File: config.mk
export PLATFORM = sky130hd
export DESIGN_NAME = bounded_ordered_list_engine
export DESIGN_NICKNAME = d
export VERILOG_FILES = /design/src/bole_pkg.sv /design/src/bounded_ordered_list_engine.sv
export SDC_FILE = /design/constraint.sdc
export NUM_CORES = 1
export LEC_CHECK = 0
export BUFFER_PORTS_ARGS = -buffer_cell sky130_fd_sc_hd__buf_4
export CAP_MARGIN = 20
export CORE_MARGIN = 1.5
export CORE_UTILIZATION = 48
export CTS_CLUSTER_DIAMETER = 50
export DETAILED_ROUTE_END_ITERATION = 12
export GPL_TIMING_DRIVEN = 0
export HOLD_SLACK_MARGIN = 0.12
export PLACE_DENSITY_LB_ADDON = 0.05
export SYNTH_ARGS = -nofsm -noshare
export SYNTH_HDL_FRONTEND = slang
export SYNTH_SLANG_ARGS = --single-unit
File: constraint.sdc
create_clock -name clk -period 4.4 [get_ports clk]
set_input_delay 0.66 -clock clk [delete_from_list [all_inputs] [get_ports clk]]
set_output_delay 0.66 -clock clk [all_outputs]
set_load 0.02 [all_outputs]
File: src/bole_pkg.sv
// Shared types and constants for the bounded ordered list engine.
// Holds the command and status codes and the default list capacity.
// No dependencies.
package bole_pkg;

  localparam int CAPACITY_DEF = 16;
  localparam int SLOT_W       = 5;
  localparam int VALUE_W      = 32;

  typedef enum logic [2:0] {
    KIND_INS_FRONT = 3'd0,
    KIND_INS_BACK  = 3'd1,
    KIND_INS_AT    = 3'd2,
    KIND_DEL_FRONT = 3'd3,
    KIND_DEL_BACK  = 3'd4,
    KIND_DEL_AT    = 3'd5,
    KIND_DUMP      = 3'd6,
    KIND_NOP       = 3'd7
  } kind_t;

  typedef enum logic [1:0] {
    ST_OK     = 2'd0,
    ST_EMPTY  = 2'd1,
    ST_FULL   = 2'd2,
    ST_BADPOS = 2'd3
  } status_t;

endpackage

File: src/bounded_ordered_list_engine.sv
// Top level of the bounded ordered list engine.
// Depends on bole_pkg for command codes, status codes and the default capacity.
//
// Usage: commands arrive as beats on the input channel (kind, item_value, slot)
// and are taken when in_valid is high and in_stall is low. Results leave as
// beats on the output channel when out_valid is high and out_stall is low.
// The entries live in a small memory with one registered read port and one
// write port; a single index counter walks it under a sequencer, so the
// block takes one command at a time and holds in_stall high while it works.
// A status-only command goes to the response state, which loads its result
// into the output register; the block then returns to idle. An insert moves
// each entry by the step, shift-read and shift-write states, then writes the
// new item in the put state; a delete moves entries the same way and lowers
// the count in a final step. A dump reads and emits each entry beat in turn.
// One output register parts the channels: the next command is accepted while
// the last result still waits. When the receiver stalls, the result holds and
// the sequencer waits before loading the next beat. Reset clears the count and
// the output valid; entries are never read before they are written.
module bounded_ordered_list_engine
  import bole_pkg::*;
#(
  parameter int CAPACITY = CAPACITY_DEF,
  localparam int CNT_W = $clog2(CAPACITY + 1)
) (
  input  logic                clk,
  input  logic                rst,
  input  logic                in_valid,
  output logic                in_stall,
  input  logic [2:0]          kind,
  input  logic [VALUE_W-1:0]  item_value,
  input  logic [SLOT_W-1:0]   slot,
  output logic                out_valid,
  input  logic                out_stall,
  output logic [1:0]          status,
  output logic [VALUE_W-1:0]  entry_value,
  output logic                is_entry,
  output logic                last,
  output logic [CNT_W-1:0]    length
);

  localparam int IDX_W = $clog2(CAPACITY);
  localparam int CMP_W = ((CNT_W > SLOT_W) ? CNT_W : SLOT_W) + 1;

  typedef enum logic [7:0] {
    S_IDLE      = 8'b0000_0001,
    S_STEP      = 8'b0000_0010,
    S_SHIFT_RD  = 8'b0000_0100,
    S_SHIFT_WR  = 8'b0000_1000,
    S_PUT       = 8'b0001_0000,
    S_DUMP_RD   = 8'b0010_0000,
    S_DUMP_EMIT = 8'b0100_0000,
    S_RESP      = 8'b1000_0000
  } state_t;

  state_t state;

  logic [VALUE_W-1:0] entries [CAPACITY];
  logic [VALUE_W-1:0] rd_data;
  logic [IDX_W-1:0]   rd_addr;

  logic [CNT_W-1:0]   count;
  logic [CNT_W-1:0]   idx;
  logic [CNT_W-1:0]   pos;
  logic               is_ins;
  logic [VALUE_W-1:0] value;
  status_t            res_status;

  logic               accept;
  logic               out_free;
  logic               beat_load;
  kind_t              cmd;
  logic               full;
  logic               empty;
  logic [CMP_W-1:0]   slot_ext;
  logic [CMP_W-1:0]   cnt_ext;
  logic               ins_slot_ok;
  logic               del_slot_ok;
  logic [CNT_W-1:0]   slot_pos;
  logic [CNT_W-1:0]   idx_up;
  logic [CNT_W-1:0]   idx_dn;

  assign in_stall  = (state != S_IDLE);
  assign accept    = in_valid && !in_stall;
  assign out_free  = !out_valid || !out_stall;
  assign beat_load = out_free && ((state == S_RESP) || (state == S_DUMP_EMIT));
  assign cmd       = kind_t'(kind);

  assign full        = (count == CNT_W'(CAPACITY));
  assign empty       = (count == '0);
  assign slot_ext    = CMP_W'(slot);
  assign cnt_ext     = CMP_W'(count);
  assign ins_slot_ok = (slot != '0) && (slot_ext <= cnt_ext + CMP_W'(1));
  assign del_slot_ok = (slot != '0) && (slot_ext <= cnt_ext);
  assign slot_pos    = CNT_W'(slot_ext - CMP_W'(1));
  assign idx_up      = idx + CNT_W'(1);
  assign idx_dn      = idx - CNT_W'(1);

  always_comb begin
    unique case (state)
      S_SHIFT_RD: rd_addr = is_ins ? idx_dn[IDX_W-1:0] : idx_up[IDX_W-1:0];
      S_DUMP_RD:  rd_addr = idx[IDX_W-1:0];
      default:    rd_addr = idx[IDX_W-1:0];
    endcase
  end

  always_ff @(posedge clk) begin
    rd_data <= entries[rd_addr];
    if (state == S_SHIFT_WR) begin
      entries[idx[IDX_W-1:0]] <= rd_data;
    end else if (state == S_PUT) begin
      entries[pos[IDX_W-1:0]] <= value;
    end
  end

  always_ff @(posedge clk) begin
    if (rst) begin
      state     <= S_IDLE;
      count     <= '0;
      out_valid <= 1'b0;
    end else begin
      if (beat_load) begin
        out_valid <= 1'b1;
      end else if (!out_stall) begin
        out_valid <= 1'b0;
      end
      unique case (state)
        S_IDLE: begin
          if (accept) begin
            unique case (cmd)
              KIND_INS_FRONT, KIND_INS_BACK, KIND_INS_AT: begin
                if (full) begin
                  res_status <= ST_FULL;
                  state      <= S_RESP;
                end else if (cmd == KIND_INS_AT && !ins_slot_ok) begin
                  res_status <= ST_BADPOS;
                  state      <= S_RESP;
                end else begin
                  res_status <= ST_OK;
                  state      <= S_STEP;
                end
              end
              KIND_DEL_FRONT, KIND_DEL_BACK, KIND_DEL_AT: begin
                if (empty) begin
                  res_status <= ST_EMPTY;
                  state      <= S_RESP;
                end else if (cmd == KIND_DEL_AT && !del_slot_ok) begin
                  res_status <= ST_BADPOS;
                  state      <= S_RESP;
                end else begin
                  res_status <= ST_OK;
                  state      <= S_STEP;
                end
              end
              KIND_DUMP: begin
                if (empty) begin
                  res_status <= ST_EMPTY;
                  state      <= S_RESP;
                end else begin
                  state <= S_DUMP_RD;
                end
              end
              default: begin
                res_status <= ST_OK;
                state      <= S_RESP;
              end
            endcase
          end
        end
        S_STEP: begin
          if (is_ins) begin
            state <= (idx > pos) ? S_SHIFT_RD : S_PUT;
          end else if (idx_up < count) begin
            state <= S_SHIFT_RD;
          end else begin
            count <= count - CNT_W'(1);
            state <= S_RESP;
          end
        end
        S_SHIFT_RD: begin
          state <= S_SHIFT_WR;
        end
        S_SHIFT_WR: begin
          state <= S_STEP;
        end
        S_PUT: begin
          count <= count + CNT_W'(1);
          state <= S_RESP;
        end
        S_DUMP_RD: begin
          state <= S_DUMP_EMIT;
        end
        S_DUMP_EMIT: begin
          if (out_free) begin
            status      <= ST_OK;
            entry_value <= rd_data;
            is_entry    <= 1'b1;
            last        <= (idx_up == count);
            length      <= count;
            state       <= (idx_up == count) ? S_IDLE : S_DUMP_RD;
          end
        end
        S_RESP: begin
          if (out_free) begin
            status      <= res_status;
            entry_value <= '0;
            is_entry    <= 1'b0;
            last        <= 1'b1;
            length      <= count;
            state       <= S_IDLE;
          end
        end
        default: begin
          state <= S_IDLE;
        end
      endcase
    end
  end

  always_ff @(posedge clk) begin
    if (accept) begin
      value <= item_value;
      unique case (cmd)
        KIND_INS_FRONT: begin
          is_ins <= 1'b1;
          pos    <= '0;
          idx    <= count;
        end
        KIND_INS_BACK: begin
          is_ins <= 1'b1;
          pos    <= count;
          idx    <= count;
        end
        KIND_INS_AT: begin
          is_ins <= 1'b1;
          pos    <= slot_pos;
          idx    <= count;
        end
        KIND_DEL_FRONT: begin
          is_ins <= 1'b0;
          pos    <= '0;
          idx    <= '0;
        end
        KIND_DEL_BACK: begin
          is_ins <= 1'b0;
          pos    <= count - CNT_W'(1);
          idx    <= count - CNT_W'(1);
        end
        KIND_DEL_AT: begin
          is_ins <= 1'b0;
          pos    <= slot_pos;
          idx    <= slot_pos;
        end
        default: begin
          is_ins <= 1'b0;
          pos    <= '0;
          idx    <= '0;
        end
      endcase
    end else if (state == S_SHIFT_WR) begin
      idx <= is_ins ? idx_dn : idx_up;
    end else if (state == S_DUMP_EMIT && out_free) begin
      idx <= idx_up;
    end
  end

endmodule

# Word level (Yosys, flattened, before mapping)
# Memories as Yosys holds them, arrays and structs flattened. A register that Yosys moved wholly into a read port is not among the register bits.
# Index checks and enable logic that the tools add are counted.
[word_totals]
mem_count = 1
out_inout_bits = 43
ram_bits = 512
inputBits = 44
reg_bits = 100
[op_classes]
mux = 53
n_addsub = 6
n_lt_le_gt_ge = 4
bitwise_logic = 1
n_eq_ne = 24
reduce_logical = 30
[mem_list]
columns = ["name", "words", "width", "read_ports", "rd_clocked_by_memory_dff", "write_ports", "line_no", "source"]
rows = [
  ["entries", 16, 32, 1, 1, 1, "bounded_ordered_list_engine.sv:57", "logic [VALUE_W-1:0] entries [CAPACITY];"],
]
[ops]
columns = ["cell", "n"]
rows = [
  ["32-bit 2-to-1 mux", 3],
  ["8-bit 2-to-1 mux", 10],
  ["32-bit one-hot mux with 2 select lines", 1],
  ["8-bit one-hot mux with 8 select lines", 1],
  ["5-bit 2-to-1 mux", 7],
  ["32-bit OR reduction", 1],
  ["5-bit one-hot mux with 3 select lines", 2],
  ["8-bit one-hot mux with 3 select lines", 1],
  ["5-bit by 1-bit subtractor with 5-bit output, second input constant", 3],
  ["2-bit 2-to-1 mux", 7],
  ["1-bit 2-to-1 mux", 12],
  ["4-bit 2-to-1 mux", 3],
  ["2-bit != test, second input constant", 6],
  ["5-bit by 1-bit adder with 5-bit output, second input constant", 2],
  ["5-bit one-hot mux with 2 select lines", 1],
  ["3-bit == test, second input constant", 3],
  ["3-bit AND reduction", 3],
  ["8-bit by 1-bit == test with 1-bit output, second input constant", 1],
  ["8-bit by 2-bit == test with 1-bit output, second input constant", 1],
  ["8-bit by 3-bit == test with 1-bit output, second input constant", 1],
  ["8-bit by 4-bit == test with 1-bit output, second input constant", 1],
  ["8-bit by 5-bit == test with 1-bit output, second input constant", 1],
  ["8-bit by 6-bit == test with 1-bit output, second input constant", 1],
  ["8-bit by 7-bit == test with 1-bit output, second input constant", 1],
  ["28 further kinds", 45],
]

# Longest topological paths before layout
[logic_depth]
depth_word = 10
ltp_mapped = 13

# Worst setup path after synthesis
# No wires, ideal clock.
[synth_timing]
path_type = "flip-flop to flip-flop"
from = "register state[0]"
to = "register entry_value[0] (enable)"
slack_ns = -0.027
t_arrival_ns = 3.946
synth_period_minus_slack_ns = 4.427
path_stages_with_launch = 5
path_cell_list = "dfxtp_1 or4_1 nor3_1 nand2_1 nor3b_1"
[synth_between]
elab_chain_len = 3
elab_cells_between_ends = 6
[synth_lines]
columns = ["item", "line_no", "source"]
rows = [
  ["start: declaration", "bounded_ordered_list_engine.sv:55", "state_t state;"],
  ["start signal: assignment", "bounded_ordered_list_engine.sv:171", "state <= (idx > pos) ? S_SHIFT_RD : S_PUT;"],
  ["start signal: assignment", "bounded_ordered_list_engine.sv:199", "state <= (idx_up == count) ? S_IDLE : S_DUMP_RD;"],
  ["8-bit by 7-bit == test with 1-bit output or 8-bit == test (tied branches)", "bounded_ordered_list_engine.sv:126", "unique case (state)"],
  ["2-bit != test (no source line) or 2-bit nonzero test (tied branches)", "-", ""],
  ["4-bit AND reduction (no source line) *", "-", ""],
  ["end signal: assignment", "bounded_ordered_list_engine.sv:195", "entry_value <= rd_data;"],
  ["end: declaration", "bounded_ordered_list_engine.sv:35", "output logic [VALUE_W-1:0] entry_value,"],
]
# Every way passes the cells marked *; elsewhere a longest branch is shown, timed or not.
# A chain may end at the register's enable or synchronous reset.

# Worst setup path after layout
[layout_timing]
from = "register idx[0]"
to = "register rd_data[22] (read register of entries)"
[layout_between]
elab_chain_len = 3
elab_cells_between_ends = 4
[layout_lines]
columns = ["item", "line_no", "source"]
rows = [
  ["start: declaration", "bounded_ordered_list_engine.sv:62", "logic [CNT_W-1:0] idx;"],
  ["start signal: assignment", "bounded_ordered_list_engine.sv:226", "idx <= count;"],
  ["start signal: assignment", "bounded_ordered_list_engine.sv:231", "idx <= count;"],
  ["start signal: assignment", "bounded_ordered_list_engine.sv:236", "idx <= count;"],
  ["5-bit by 1-bit adder with 5-bit output or 5-bit by 1-bit subtractor with 5-bit output (tied branches)", "bounded_ordered_list_engine.sv:95, bounded_ordered_list_engine.sv:96", ""],
  ["4-bit 2-to-1 mux", "bounded_ordered_list_engine.sv:100", "S_SHIFT_RD: rd_addr = is_ins ? idx_dn[IDX_W-1:0] : idx_up[IDX_W-1:0];"],
  ["4-bit 2-to-1 mux *", "bounded_ordered_list_engine.sv:99", "unique case (state)"],
  ["end: declaration", "bounded_ordered_list_engine.sv:58", "logic [VALUE_W-1:0] rd_data;"],
]
# Marked as above.

==> out/metrics.cfg <==
[status]
outcome = finished clean

[critical_path]
crit_path_start = idx[0]
rr_endpoint = rd_data[22]
crit_arrival_ps = 4850
path_class = reg -> reg
worstPathMaxFanout = 11
r2r_start = idx[0]
reg2reg_slack_ps = 20
rr_worst_depth = 13
cp.required_ps = 4870
cp-start-kind = register
critPathCaptureType = register
crit_path_end = rd_data[22]

[finish]
drive_gt1_share_pct = 23.0
seq_area_um2 = 18900
nFillCells = 4991
synthToLayoutAreaGrowth_pct = 16.7
instances_no_fill = 3171
final_nets = 2341
multi_input_area_um2 = 10400
antennaDiodeCount = 0

[drt]
wl_per_cell_um = 31.7
totalWireLength_mm = 101
final_antenna_net_count = 0
drc = 0
drtIter0Drc = 2532
viasPerCell = 6.57
drtPass1Iterations = 6
via_count = 20800

[place]
portBuffers = 84
gp_congestion = 0.879
hpwl_mm = 68.9
placed_cells = 3018
pre_cts_ws_ps = -784

[synth]
ys_top_cells_by_area = edfxtp_1 60%, mux4_2 9.9%, dfxtp_1 3.1%, mux2i_1 2.9%, nand2_1 2.2%
synth_top_area_cell = edfxtp_1
synth_edf_count = 598
syn_avg_cell_area_um2 = 14.4
syn_inst = 2074
synth_ff_type = edfxtp_1
synthArstFlopShare_pct = 0
netlist_area_um2 = 29900
yosysWarnings = 0
yosysMostFrequentCell = edfxtp_1
yosysTopAreaCellShare_pct = 60.0
syn-num-nets = 2145
yosysSeqAreaShare_pct = 63.0
yosys_register_bits = 644
netlist-cell-type-count = 75
synth_commonest_cells = 598 x edfxtp_1, 173 x nand2_1, 132 x mux4_2

[clocking]
cts_tree = built
ctsHtreeMaxLevel = 3
path_clk_slew_ps = 60
clock-sinks = 644
holdBufCountCts = 0
cts_buffers = 79
clock_latency_ps = 630
clockBufferDepth = 3
root_buffer = clkbuf_16

[sta]
setup_slack_ps = 18.8
min_period_ps = 4380
finalSetupViolCount = 0
holdWs_ps = 207
fin_crit_sh_pct = 99.6
finalHoldViolCount = 0
final.setup.tns_ps = 0
fin_skew_ps = 20.8
max_clock_freq_mhz = 228
slew_viol_final = 0
grt_setup_unrepaired = false
slew_headroom_pct = 19.6
tightest_slew_ps = 1210

[power]
ir_worst_vdd_v = 0.000325
p_total_w = 0.0220
leakagePower_nw = 11.7
power.density_nw_per_um2 = 629

[flow_run]
cap_viol_max_count = 0

[die]
fp.coreArea_um2 = 61700
rows = 91
die_h_um = 253
start_util_pct = 48.5
io_pins = 87
die-area_um2 = 63900
die_x_um = 253

[grt]
grt_pass1_wl_mm = 143
gr-usage-all-layers_pct = 31.7
grt_max_degree = 44
antenna_found_initial = 4
gr-total-overflow = 0
grt_pass1_vias = 20100

[hold_path]
min_from = item_value[27]
min_path_type = in -> reg

-- registers in the layout, indices dropped and copies added, names as in the netlist, 2 cells and up --
signal,cells
rd_data,32
count,5
pos,5
value,32
entry_value,32
state,8
length,5
res_status,2
entries,512
status,2
idx,5
-- per-stage QoR --
stage               util [%]  cell area (um2)
floorplan                  -            30000
global placement        51.3            31600
detailed placement      52.2            32200
CTS                     56.5            34900
global route            56.6            34900
finish                  56.6            34900
-- final cells by class --
type                            instances  share of cell area [%]
Clock inverter                         44                    1.27
Tap cell                              837                    3.00
Clock buffer                          101                    6.22
Sequential cell                       644                    54.0
Inverter                               24                   0.283
Multi-Input combinational cell       1254                    29.8
Buffer                                150                    2.03
Timing Repair Buffer                  117                    3.39
-- worst min-delay path by stage --
stage | endpoint | depth (start not counted) | slack (ps)
floorplan | length[4] | 0 | 400
global placement | length[4] | 0 | 410
detailed placement | length[4] | 0 | 420
CTS | value[24] | 1 | 180
global route | value[24] | 1 | 190
finish | value[27] | 1 | 210
-- cell families after synthesis --
family	count (synthesis)	share of synthesized area, %
simple gates	490	8.17
buf+inv	176	2.65
flops	644	63.0
xor+xnor	22	0.669
compound gates	492	11.4
fa+ha+maj	27	1.13
mux	223	13.0
-- routing by layer --
layer | share of wire [%] | global-route usage, % | wire length, um | vias up
li1 | - | - | - | 8713
met1 | 41 | 45.0 | 41300 | 10700
met2 | 45 | 48.5 | 45400 | 1211
met3 | 9.7 | 6.00 | 9780 | 217
met4 | 4.2 | 12.4 | 4230 | 0
met5 | 0 | 0 | 0 | -
-- critical path: stages, from the launching register on --
cell and delay, ps:
edfxtp_1 460, buf_2 250, inv_1 180, clkbuf_2 350, clkbuf_4 330, ha_2 380, xor2_2 230, clkbuf_4 250
buf_4 250, buf_2 250, nor2_2 600, a22oi_1 210, o21ai_0 260, a21oi_1 210
-- layout by cell type, fill, tap and decap left out, types with 7 or more instances in the layout --
cell / Yosys / layout
nor2_1: 98 / 82
a211oi_1: 65 / 65
clkinv_4: 1 / 7
edfxtp_1: 598 / 598
a32oi_1: 13 / 13
mux2i_1: 88 / 88
xnor2_1: 13 / 13
buf_2: 66 / 62
clkbuf_8: 0 / 7
a21oi_1: 103 / 103
a2bb2oi_1: 9 / 9
and4_1: 15 / 15
and3_1: 10 / 10
buf_4: 6 / 100
o21ai_0: 60 / 60
clkinv_2: 0 / 17
xor2_1: 8 / 8
o22ai_1: 51 / 51
ha_1: 27 / 26
nor2_4: 0 / 16
o22a_1: 25 / 25
dfxtp_1: 46 / 46
and2_1: 68 / 68
clkbuf_16: 0 / 81
o221a_2: 38 / 38
buf_12: 0 / 17
a22oi_1: 48 / 48
a31oi_1: 39 / 39
nor3_1: 27 / 27
o221ai_1: 11 / 11
mux4_2: 132 / 132
nand3_1: 21 / 21
nand2_1: 173 / 173
nor2b_1: 34 / 34
inv_1: 21 / 20
clkinvlp_4: 0 / 9
clkbuf_1: 71 / 76
-- timing repair --
action	in CTS	in global routing
endpoints found under the setup margin	45	56
pin swaps	1	2
buffers inserted	2	6
gates resized for setup	10	4
-- report_power, final --
| part | switching (W) | internal, W | leakage (nW) |
|---|---|---|---|
| Sequential | 0.000211 | 0.00782 | 5.78 |
| Clock | 0.00266 | 0.00388 | 1.28 |
| Combinational | 0.00495 | 0.00248 | 4.67 |
Power figures use the tool's default switching activity.
